`src/rtl/rts_pkg.sv`:
```
package rts_pkg;
  localparam int NUM_FRAMES = 6;
  localparam int FRAC_BITS  = 16;
  localparam int WORDS_PER_FRAME = 12;
  localparam int MEM_DEPTH = NUM_FRAMES * WORDS_PER_FRAME;
  localparam int ADDR_W = $clog2(MEM_DEPTH);
  localparam int FID_W = 3;

  localparam logic [2:0] KIND_WRITE   = 3'd0;
  localparam logic [2:0] KIND_READ    = 3'd1;
  localparam logic [2:0] KIND_INVERT  = 3'd2;
  localparam logic [2:0] KIND_COMPOSE = 3'd3;
  localparam logic [2:0] KIND_ADVANCE = 3'd4;
  localparam logic [2:0] KIND_STATUS  = 3'd5;

  localparam logic [2:0] ERR_OK      = 3'd0;
  localparam logic [2:0] ERR_FRAME   = 3'd1;
  localparam logic [2:0] ERR_ROW     = 3'd2;
  localparam logic [2:0] ERR_OVERLAP = 3'd4;

  localparam logic [1:0] ST_SAME   = 2'd0;
  localparam logic [1:0] ST_NEVER  = 2'd1;
  localparam logic [1:0] ST_OLDER  = 2'd2;
  localparam logic [1:0] ST_NEWER  = 2'd3;

  typedef struct packed {
    logic [2:0]         kind;
    logic [FID_W-1:0]   frame_a;
    logic [FID_W-1:0]   frame_b;
    logic [FID_W-1:0]   frame_dst;
    logic [1:0]         row;
    logic [1:0]         col;
    logic signed [31:0] value;
  } rts_in_t;

  typedef struct packed {
    logic signed [31:0] read_value;
    logic [1:0]         tick_status;
    logic [2:0]         error;
  } rts_out_t;

  // word address of (frame, row, col)
  function automatic logic [ADDR_W-1:0] waddr(logic [FID_W-1:0] f, logic [1:0] r,
                                              logic [1:0] c);
    logic [ADDR_W+3:0] a;
    a = (ADDR_W+4)'(f) * (ADDR_W+4)'(WORDS_PER_FRAME) + (ADDR_W+4)'({r, 2'b00})
        + (ADDR_W+4)'(c);
    return a[ADDR_W-1:0];
  endfunction

  // identity word value for a word index inside a frame
  function automatic logic signed [31:0] ident_word(logic [3:0] w);
    logic signed [31:0] v;
    v = '0;
    if (w == 4'd0 || w == 4'd5 || w == 4'd10) v = 32'sd1 <<< FRAC_BITS;
    return v;
  endfunction
endpackage

```
`src/rtl/rts_mac.sv`:
```
module rts_mac
  import rts_pkg::*;
(
  input  logic               clk,
  input  logic               clr,
  input  logic               mul_en,
  input  logic               neg,
  input  logic signed [31:0] a,
  input  logic signed [31:0] b,
  input  logic               acc_en,
  input  logic signed [31:0] addend,
  output logic signed [31:0] result
);
  logic signed [63:0] prod_r;
  logic signed [66:0] acc_r;
  logic signed [66:0] rnd;
  logic signed [50:0] sh;
  logic signed [51:0] tot;

  // multiply, then accumulate exactly
  always_ff @(posedge clk) begin
    if (mul_en) prod_r <= neg ? -(a * b) : a * b;
    if (clr) acc_r <= '0;
    else if (acc_en) acc_r <= acc_r + 67'(prod_r);
  end

  // round half up, add translation, saturate
  always_comb begin
    rnd = acc_r + (67'sd1 <<< (FRAC_BITS - 1));
    sh  = 51'(rnd >>> FRAC_BITS);
    tot = 52'(sh) + 52'(addend);
    if (tot > 52'sd2147483647) result = 32'h7fffffff;
    else if (tot < -52'sd2147483648) result = 32'h80000000;
    else result = tot[31:0];
  end
endmodule

```
`config.mk`:
```
export PLATFORM = sky130hd
export DESIGN_NAME = rts_mac
export DESIGN_NICKNAME = d
export VERILOG_FILES = /design/src/rtl/rts_pkg.sv /design/src/rtl/rts_mac.sv
export SDC_FILE = /design/constraint.sdc
export NUM_CORES = 2
export LEC_CHECK = 0
export BUFFER_PORTS_ARGS = -buffer_cell sky130_fd_sc_hd__buf_4
export CAP_MARGIN = 20
export CORE_MARGIN = 2
export CORE_UTILIZATION = 31
export DETAILED_ROUTE_END_ITERATION = 8
export PLACE_DENSITY = 0.49
export SLEW_MARGIN = 40
export SYNTH_ARGS = -nofsm -noshare
export SYNTH_HDL_FRONTEND = slang
export SYNTH_SLANG_ARGS = --single-unit
```
`constraint.sdc`:
```
create_clock -name clk -period 7.84 [get_ports clk]
set_clock_uncertainty 0.15 [all_clocks]
set_input_delay 0 -clock clk [delete_from_list [all_inputs] [get_ports clk]]
set_output_delay 0 -clock clk [all_outputs]
set_load 0.03 [all_outputs]
```
==> run metrics <==
initial DRC count=~1900; total CTS buffers=17; hpwl dp=~130000 µm; Worst-path clk slew=about 0.06 ns; grt ovf=0; Die H=around 400 µm; Seq/Total Area, Yosys=under 10%; worst min-delay path category=input pin to register; I/O pins=approximately 130; syn_nets=around 7200; status=completed; Most used DFF post-synth=dfxtp_1; Setup crit end kind=register; Yosys reg bits=131; worst rel slew slack=48.77%; most common cell in the netlist=fa_1; nets=7728; total routed wirelength=between 100000 and 150000 µm; Die Area=around 170000 µm²; Vias/cell=4.706; Worst Tran Pin Value=approximately 0.77 ns; Row Count=~150; wire per inst=around 17 µm; WP data arrival=between 7 and 8 ns; mapped cell area=roughly 50000 µm²; maximum fanout along the worst path=7; Yosys cell types=just under 90; H-tree levels=4; initial antenna violation count=2; vias in the first global route=between 40000 and 50000; effective utilization at floorplan=between 30% and 40%; final setup violation count=0; period utilisation layout=between 90 and 100%; drt pass-1 iters=8; largest net degree at the start of global routing=between 70 and 80; Yosys top cell by area=fa_1; PortBufs=around 130; Root Driver=clkbuf_16; minimum clock period=slightly below 8 ns; Synth warnings=0; first-pass GRT wire length=approximately 240000 µm; Syn Area/Cell=8.815 µm²; maxcap violations=0; Post-route DRC=0; gr usage total=roughly 18%; Max Slew Vio Count=0; EDFF count, synth=64; Worst setup SP type=input pin; CTS tree=built; Area contributors post-synth=fa_1 43%, inv_1 7.8%, ha_1 7.5%; clk_lat worst skew=0.43 ns; Cells after Synth=approximately 5800; Area Overhead vs Synth=20.00%; antenna-violating nets left=0; ys async rst share=0%; highest clock rate=0.1276 GHz; fin util=a little under two fifths; CTS max path bufs=2; Fin. Hold Viols=0; Synth top area share=a little over two fifths; Post-synth top cells=1084 x fa_1, 1060 x inv_1, 692 x nand2_1, 530 x and2_1, 303 x ha_1; via count=39660; Final GP Congestion=0.8859; fraction of layout cells with a size suffix above 1=about 17%; Die X=around 400 µm; clock sink count=about 130; RSZ-0062 raised after global routing=true; crit path kind=input pin to register; Critical Path RT=approximately 7.9 ns; diode count=0; Core Area=162800 µm²
stage by stage:
stage                     cell area, µm²  hold WS (ns)   TNS, ns  cells  worst slack [ns]
after floorplan                    51240      -0.03750   -0.8347   5760           -0.2504
after global placement             58170        0.2414    -17.95   8346           -0.7443
after detailed placement           58170        0.2595    -22.57   8346           -0.8706
after CTS                          59360       0.01959  -0.05794   8391          -0.03303
after global routing               60930       0.08555    -3.540   8428           -0.2250
final                              60930       0.05986         0   8428          0.002334
layout by cell type (no fill, tap or decap), drive strengths merged, types with 67 or more instances in the layout:
cell type  netlist  layout
fa            1084    1084
a21oi          237     237
a21o           122     122
nand2          692     692
xnor2          186     186
nand3           72      72
inv           1060    1064
dfxtp           67      67
ha             303     303
xor2            86      86
and2           531     531
buf             15     748
o21ai          134     134
nor2           217     217
layer usage:
metal  track usage, %  part of all wire [%]  vias up
li1                 -                     -    18870
met3            1.770                   4.2       73
met4            2.214                   1.1        2
met1            26.11                    49    20010
met2            28.35                    45      712
met5                0                0.0082        -
flip-flops by register name (all words and copies together) (netlist names):
signal / cells
acc_r: 67
prod_r: 64
critical path: stages:
cell and delay (ns):
buf_16 0.13, buf_6 0.11, buf_4 0.12, and2_4 0.13, fa_1 0.49, fa_1 0.60, inv_2 0.05, fa_1 0.45
fa_1 0.50, inv_2 0.04, fa_1 0.50, fa_2 0.63, fa_2 0.51, fa_1 0.61, ha_4 0.22, a21o_1 0.19
a21o_1 0.16, a21oi_2 0.15, buf_4 0.15, o32ai_4 0.10, or4_4 0.55, a21oi_4 0.20, o2111ai_4 0.17, buf_6 0.16
or4_4 0.58, o31ai_4 0.24, xnor2_1 0.11
path summary, 6_finish.rpt:
path / start / end / slack [ns] / cells past startpoint
hold / removal: neg / prod_r[57] / 0.06 / 3
setup reg to reg: prod_r[0] / acc_r[42] / 3.35 / 15
setup / recovery: a[15] / prod_r[45] / 0.002 / 27
hold reg to reg: acc_r[4] / acc_r[4] / 0.34 / 2
what timing repair did:
item	in CTS	in global routing
cloned	0	9
buffers inserted	11	26
hold endpoints to repair	36	64
pin swaps	28	119
gates resized for setup	94	261
hold buffers	2	1
setup endpoints to repair	29	29
logic make-up after synthesis:
logic type | after synthesis | share of synthesized area, %
buffers and inverters | 1360 | 10.09
muxes | 58 | 1.146
AOI/OAI and AO/OA | 762 | 9.790
xor gates and xnor gates | 272 | 4.692
DFF | 131 | 6.426
adders and majority gates | 1387 | 50.20
and+or+nand+nor | 1790 | 17.65
final cells by class:
class | count | area [µm²]
well taps | 2175 | 2721
fillers | 16550 | 101800
flip-flops and latches | 131 | 3263
multi-input cells | 4269 | 43640
clock buffers | 18 | 429.2
inverters | 1061 | 3986
repair buffers | 760 | 6688
clock inverters | 14 | 200.2
Power is left out: the tool's default activity adds up to more than one toggle a clock period on the data nets, which glitch-free logic cannot reach.
