--- src/rtl/rts_pkg.sv ---
package rts_pkg;
  localparam int NUM_FRAMES = 6;
  localparam int FRAC_BITS  = 16;
  localparam int WORDS_PER_FRAME = 12;
  localparam int MEM_DEPTH = NUM_FRAMES * WORDS_PER_FRAME;
  localparam int ADDR_W = $clog2(MEM_DEPTH);
  localparam int FID_W = 3;

  localparam logic [2:0] KIND_WRITE   = 3'd0;
  localparam logic [2:0] KIND_READ    = 3'd1;
  localparam logic [2:0] KIND_INVERT  = 3'd2;
  localparam logic [2:0] KIND_COMPOSE = 3'd3;
  localparam logic [2:0] KIND_ADVANCE = 3'd4;
  localparam logic [2:0] KIND_STATUS  = 3'd5;

  localparam logic [2:0] ERR_OK      = 3'd0;
  localparam logic [2:0] ERR_FRAME   = 3'd1;
  localparam logic [2:0] ERR_ROW     = 3'd2;
  localparam logic [2:0] ERR_OVERLAP = 3'd4;

  localparam logic [1:0] ST_SAME   = 2'd0;
  localparam logic [1:0] ST_NEVER  = 2'd1;
  localparam logic [1:0] ST_OLDER  = 2'd2;
  localparam logic [1:0] ST_NEWER  = 2'd3;

  typedef struct packed {
    logic [2:0]         kind;
    logic [FID_W-1:0]   frame_a;
    logic [FID_W-1:0]   frame_b;
    logic [FID_W-1:0]   frame_dst;
    logic [1:0]         row;
    logic [1:0]         col;
    logic signed [31:0] value;
  } rts_in_t;

  typedef struct packed {
    logic signed [31:0] read_value;
    logic [1:0]         tick_status;
    logic [2:0]         error;
  } rts_out_t;

  // word address of (frame, row, col)
  function automatic logic [ADDR_W-1:0] waddr(logic [FID_W-1:0] f, logic [1:0] r,
                                              logic [1:0] c);
    logic [ADDR_W+3:0] a;
    a = (ADDR_W+4)'(f) * (ADDR_W+4)'(WORDS_PER_FRAME) + (ADDR_W+4)'({r, 2'b00})
        + (ADDR_W+4)'(c);
    return a[ADDR_W-1:0];
  endfunction

  // identity word value for a word index inside a frame
  function automatic logic signed [31:0] ident_word(logic [3:0] w);
    logic signed [31:0] v;
    v = '0;
    if (w == 4'd0 || w == 4'd5 || w == 4'd10) v = 32'sd1 <<< FRAC_BITS;
    return v;
  endfunction
endpackage

--- src/rtl/rts_mem.sv ---
module rts_mem
  import rts_pkg::*;
(
  input  logic              clk,
  input  logic              we,
  input  logic [ADDR_W-1:0] waddr_i,
  input  logic [31:0]       wdata,
  input  logic [ADDR_W-1:0] raddr_i,
  output logic [31:0]       rdata
);
  logic [31:0] mem [MEM_DEPTH];

  // one write and one registered read per cycle
  always_ff @(posedge clk) begin
    if (we) mem[waddr_i] <= wdata;
    rdata <= mem[raddr_i];
  end
endmodule

--- config.mk ---
export PLATFORM = sky130hd
export DESIGN_NAME = rts_mem
export DESIGN_NICKNAME = d
export VERILOG_FILES = /design/src/rtl/rts_pkg.sv /design/src/rtl/rts_mem.sv
export SDC_FILE = /design/constraint.sdc
export NUM_CORES = 2
export LEC_CHECK = 0
export BUFFER_PORTS_ARGS = -buffer_cell sky130_fd_sc_hd__buf_2
export CORE_UTILIZATION = 40
export DETAILED_ROUTE_END_ITERATION = 12
export PLACE_DENSITY_LB_ADDON = 0.05
export RECOVER_POWER = 25
export SLEW_MARGIN = 20
export SYNTH_ARGS = -nofsm -noshare
export SYNTH_HDL_FRONTEND = slang
export SYNTH_SLANG_ARGS = --single-unit
--- constraint.sdc ---
create_clock -name clk -period 9.8 [get_ports clk]
set_input_delay 0.98 -clock clk [delete_from_list [all_inputs] [get_ports clk]]
set_output_delay 0.98 -clock clk [all_outputs]
set_load 0.02 [all_outputs]
==> results list <==
- In this run the worst setup path begins at raddr_i[1].
* Drc violations: 0
- Remaining global-route overflow: 0
- Path category of the worst min-delay check: input pin to register
* Max Cap Viol: 27
- In this run the power density over the cells is ~210 nW/um^2.
* Total negative setup slack: 0 ps
- In this run, the number of DRC markers left after iteration 0 of detailed routing was around 4,200.
- Category of the critical setup timing path: input pin to register
- For the pin with the worst max-slew slack, the measured transition is 3700 ps.
- Clock-pin transition on the worst setup and hold timing paths: 60 ps
- Initial DRT Pass Iterations: 6
* Most frequent cells after synthesis: sky130_fd_sc_hd__edfxtp_1 (2,304), sky130_fd_sc_hd__mux4_2 (555), sky130_fd_sc_hd__mux2i_1 (119)
* Library cell used as clock root buffer: sky130_fd_sc_hd__clkbuf_16
- Final net count: about 4,200
* CTS hold repair buffers: 0
* Number of vias in the routed layout: about 42,000
- Instance count of the mapped netlist: 3,817
* Crit share post-route: 43.2%
* Fraction of layout instances using a drive strength above 1: 30.2%
- Max Fanout on Critical Path: 45
- The floorplan step defined a die boundary enclosing about 220,000 sq um.
- Among cell families on the critical path, the largest total delay comes from buffers and inverters.
- Worst supply voltage drop on vdd: between 0.1 and 0.15 mV
- Final Skew: about 38 ps
- Number of core rows: ~170
* Top FF cell, synth: sky130_fd_sc_hd__edfxtp_1
* CTS tree: done
* Worst reg2reg startpoint: mem[23][21]$_DFFE_PP_
- Number of enable-type register cells in the synthesized netlist: approximately 2,300
* Leading post-synthesis cells by cell area: sky130_fd_sc_hd__edfxtp_1 (78%), sky130_fd_sc_hd__mux4_2 (14%), sky130_fd_sc_hd__mux2_2 (1.4%), sky130_fd_sc_hd__mux2i_1 (1.3%), sky130_fd_sc_hd__a22oi_1 (0.78%)
* CP most frequent cell: sky130_fd_sc_hd__buf_4
- The initial antenna violation count came to 19.
- STA classifies the critical path endpoint as a register.
* WL/cell: around 36 um
* Final cell area excluding filler cells: 102,000 sq um
- From left edge to right edge, the die measures about 470 um.
- STA classifies the critical path startpoint as an input pin.
- In the routed layout, each cell is associated on average with a via count of slightly below 6.
- Data on the critical path is required at its endpoint by roughly 11,000 ps.
* CP max stage cell: sky130_fd_sc_hd__a22oi_1
- Share of the yosys chip area belonging to registers: 78.7%
* Starting density of the core: about two fifths
- Final number of max-transition violations: 1,972
* Gpl congestion: 0.748
- The endpoint identified for the worst register-to-register timing path is rdata[21]$_DFF_P_.
* I/O pin count: 80
- For the finished layout, the period the worst path requires is 4230 ps.
- Counting flops and latches in the post-synthesis netlist gives approximately 2,300.
- Setup slack of the most critical reg-to-reg path: 7300 ps
* Skew-Pair Late Insertion Delay: approximately 900 ps
- The first global-routing pass estimated 358 mm of wire.
* Placed inst area: around 94,000 sq um
- Wires add up to 261 mm.
* Mapped Nets: slightly below 4,000
- Once detail routing completed, the nets flagged for antenna violations numbered 0.
- Once the clock tree was built, the setup fixing pass inserted 0 buffers.
- The number of clock buffers added by TritonCTS is between 200 and 300.
- Violations in the final reports: max-capacitance violations, max-slew violations
- The worst pin sits at a relative slew slack of -147%.
* Total number of clock tree sinks: 2,336
- Largest stage delay on the critical path: approximately 870 ps
* Largest net degree at the start of global routing: approximately 100
* Total of buffers placed on input and output ports: slightly below 80
- GRT Total Usage: a little under a quarter
* Library cell with the highest instance count after synthesis: sky130_fd_sc_hd__edfxtp_1
- Setup violations remaining at the end of the flow were counted as 0.
- Compared with the post-synthesis result, the final layout area differs by 14.5%.
- Final hold violation count: 0
* Total number of yosys warnings: 0
* CP Capture Point: rdata[1]$_DFF_P_
* Floorplan die height: between 400 and 500 um
- The critical path goes through buf_8, buf_4, buf_4, mux4_2, mux2i_1, a221oi_1, a22oi_1, nand2_1.
- CORE AREA: around 220,000 sq um
- H-tree levels: 5
- After synthesis, the share of flip-flops with an asynchronous set or reset is 0%.
- Worst R2R Path Depth: 5
- Area share of the largest cell type after synthesis: approximately 78%
* Number of logic stages on the critical path including buffering: 8
- The flow ran to the end, but the final reports show violations.
- Static timing analysis puts the maximum clock frequency at around 240 MHz.
- A synthesized cell averages ~23 sq um.
- The HPWL after detailed placement is 135 mm.
- Yosys top cell by area: sky130_fd_sc_hd__edfxtp_1
- Cell Area, Synth: around 89,000 sq um
- Synthesis instantiated 42 different standard cells from the library.
- Counting both buffers and inverters, the worst setup path holds a total of 3.
- For this design the static power due to leakage is 0.0314 uW.
* Unrepaired setup endpoints after global routing: no
- Max Root-Sink Buffers: 4
* Signal arrival time at the worst endpoint: approximately 5000 ps
- After clock tree synthesis, the repair step resized 0 gates.
* Vias in the first global route: approximately 43,000
routing by layer:
| layer | part of all wire [%] | vias to the layer above | track usage, % |
|---|---|---|---|
| met1 | 43 | 23300 | 32.8 |
| met3 | 6.6 | 333 | 4.90 |
| met4 | 2.0 | 8 | 5.43 |
| li1 | - | 17000 | - |
| met5 | 0.022 | - | 0 |
| met2 | 49 | 1268 | 37.9 |
worst min-delay path: stages:
cell,delay [ps]
sky130_fd_sc_hd__buf_2,170
sky130_fd_sc_hd__nand2b_1,200
sky130_fd_sc_hd__nor2_4,60
metrics by stage:
step	setup WS [ps]	total power [uW]	hold slack, ps	instances	utilization [%]
3_3_place_gp	4370	12300	791	6805	42.5
4_1_cts	5600	21700	620	7256	46.2
6_report	5570	21500	690	7263	46.2
5_1_grt	5410	22100	678	7257	46.2
3_5_place_dp	4620	12300	791	6806	42.5
2_1_floorplan	5650	11800	751	3817	-
layout by cell type, fill, tap and decap left out, types with 11 or more instances in the layout:
cell type,instances
sky130_fd_sc_hd__clkinv_2,22
sky130_fd_sc_hd__nor2_4,70
sky130_fd_sc_hd__nor3_1,16
sky130_fd_sc_hd__buf_2,72
sky130_fd_sc_hd__edfxtp_1,2304
sky130_fd_sc_hd__nand2_1,46
sky130_fd_sc_hd__buf_4,127
sky130_fd_sc_hd__a221oi_1,11
sky130_fd_sc_hd__o22ai_1,57
sky130_fd_sc_hd__a21oi_1,19
sky130_fd_sc_hd__nor2_1,12
sky130_fd_sc_hd__mux2_2,109
sky130_fd_sc_hd__mux2i_1,117
sky130_fd_sc_hd__nand3_1,32
sky130_fd_sc_hd__a22oi_1,92
sky130_fd_sc_hd__dfxtp_1,32
sky130_fd_sc_hd__mux4_2,555
sky130_fd_sc_hd__nor2b_1,17
sky130_fd_sc_hd__clkbuf_16,280
sky130_fd_sc_hd__clkinv_1,41
sky130_fd_sc_hd__a211oi_1,28
sky130_fd_sc_hd__clkbuf_1,108
sky130_fd_sc_hd__clkbuf_8,14
sky130_fd_sc_hd__o21ai_0,12
kinds of logic after synthesis:
logic type      count (synthesis)  share of synthesized area [%]
simple gates                  235                           1.22
mux                           783                           16.8
flops                        2336                           78.7
compound gates                257                           2.04
buf+inv                       206                           1.23
power by group:
| part | switching (uW) | total (uW) | internal (uW) | leakage (uW) |
|---|---|---|---|---|
| Combinational | 637 | 978 | 341 | 0.00652 |
| Sequential | 42.3 | 11100 | 11100 | 0.0210 |
| Clock | 3850 | 9390 | 5540 | 0.00393 |
| Total | 4530 | 21500 | 16900 | 0.0314 |
state kept, by name (all words and copies together) (netlist names):
| signal | flops |
|---|---|
| mem | 2304 |
| rdata | 32 |
layout make-up:
type                       instances  area [sq um]
clock inverter                    76           573
fill                           18200        119000
clock buffer                     374          7500
tap                             2958          3700
timing repair buffer             236          1580
inverter                           1          3.75
antenna                            7          17.5
multi-input combinational       1275         18400
sequential                      2336         69800
how the worst min path moves through the flow:
stage          slack, ps  cells after the start               endpoint                  start
3_5_place_dp         790                      4       rdata[0]$_DFF_P_   mem[70][0]$_DFFE_PP_
6_report             690                      3  mem[25][17]$_DFFE_PP_             waddr_i[0]
3_3_place_gp         790                      4      rdata[13]$_DFF_P_  mem[71][13]$_DFFE_PP_
4_1_cts              620                      3  mem[25][17]$_DFFE_PP_             waddr_i[0]
5_1_grt              680                      3  mem[25][17]$_DFFE_PP_             waddr_i[0]
2_1_floorplan        750                      4       rdata[0]$_DFF_P_   mem[70][0]$_DFFE_PP_
(Power assumes the default switching activity.)
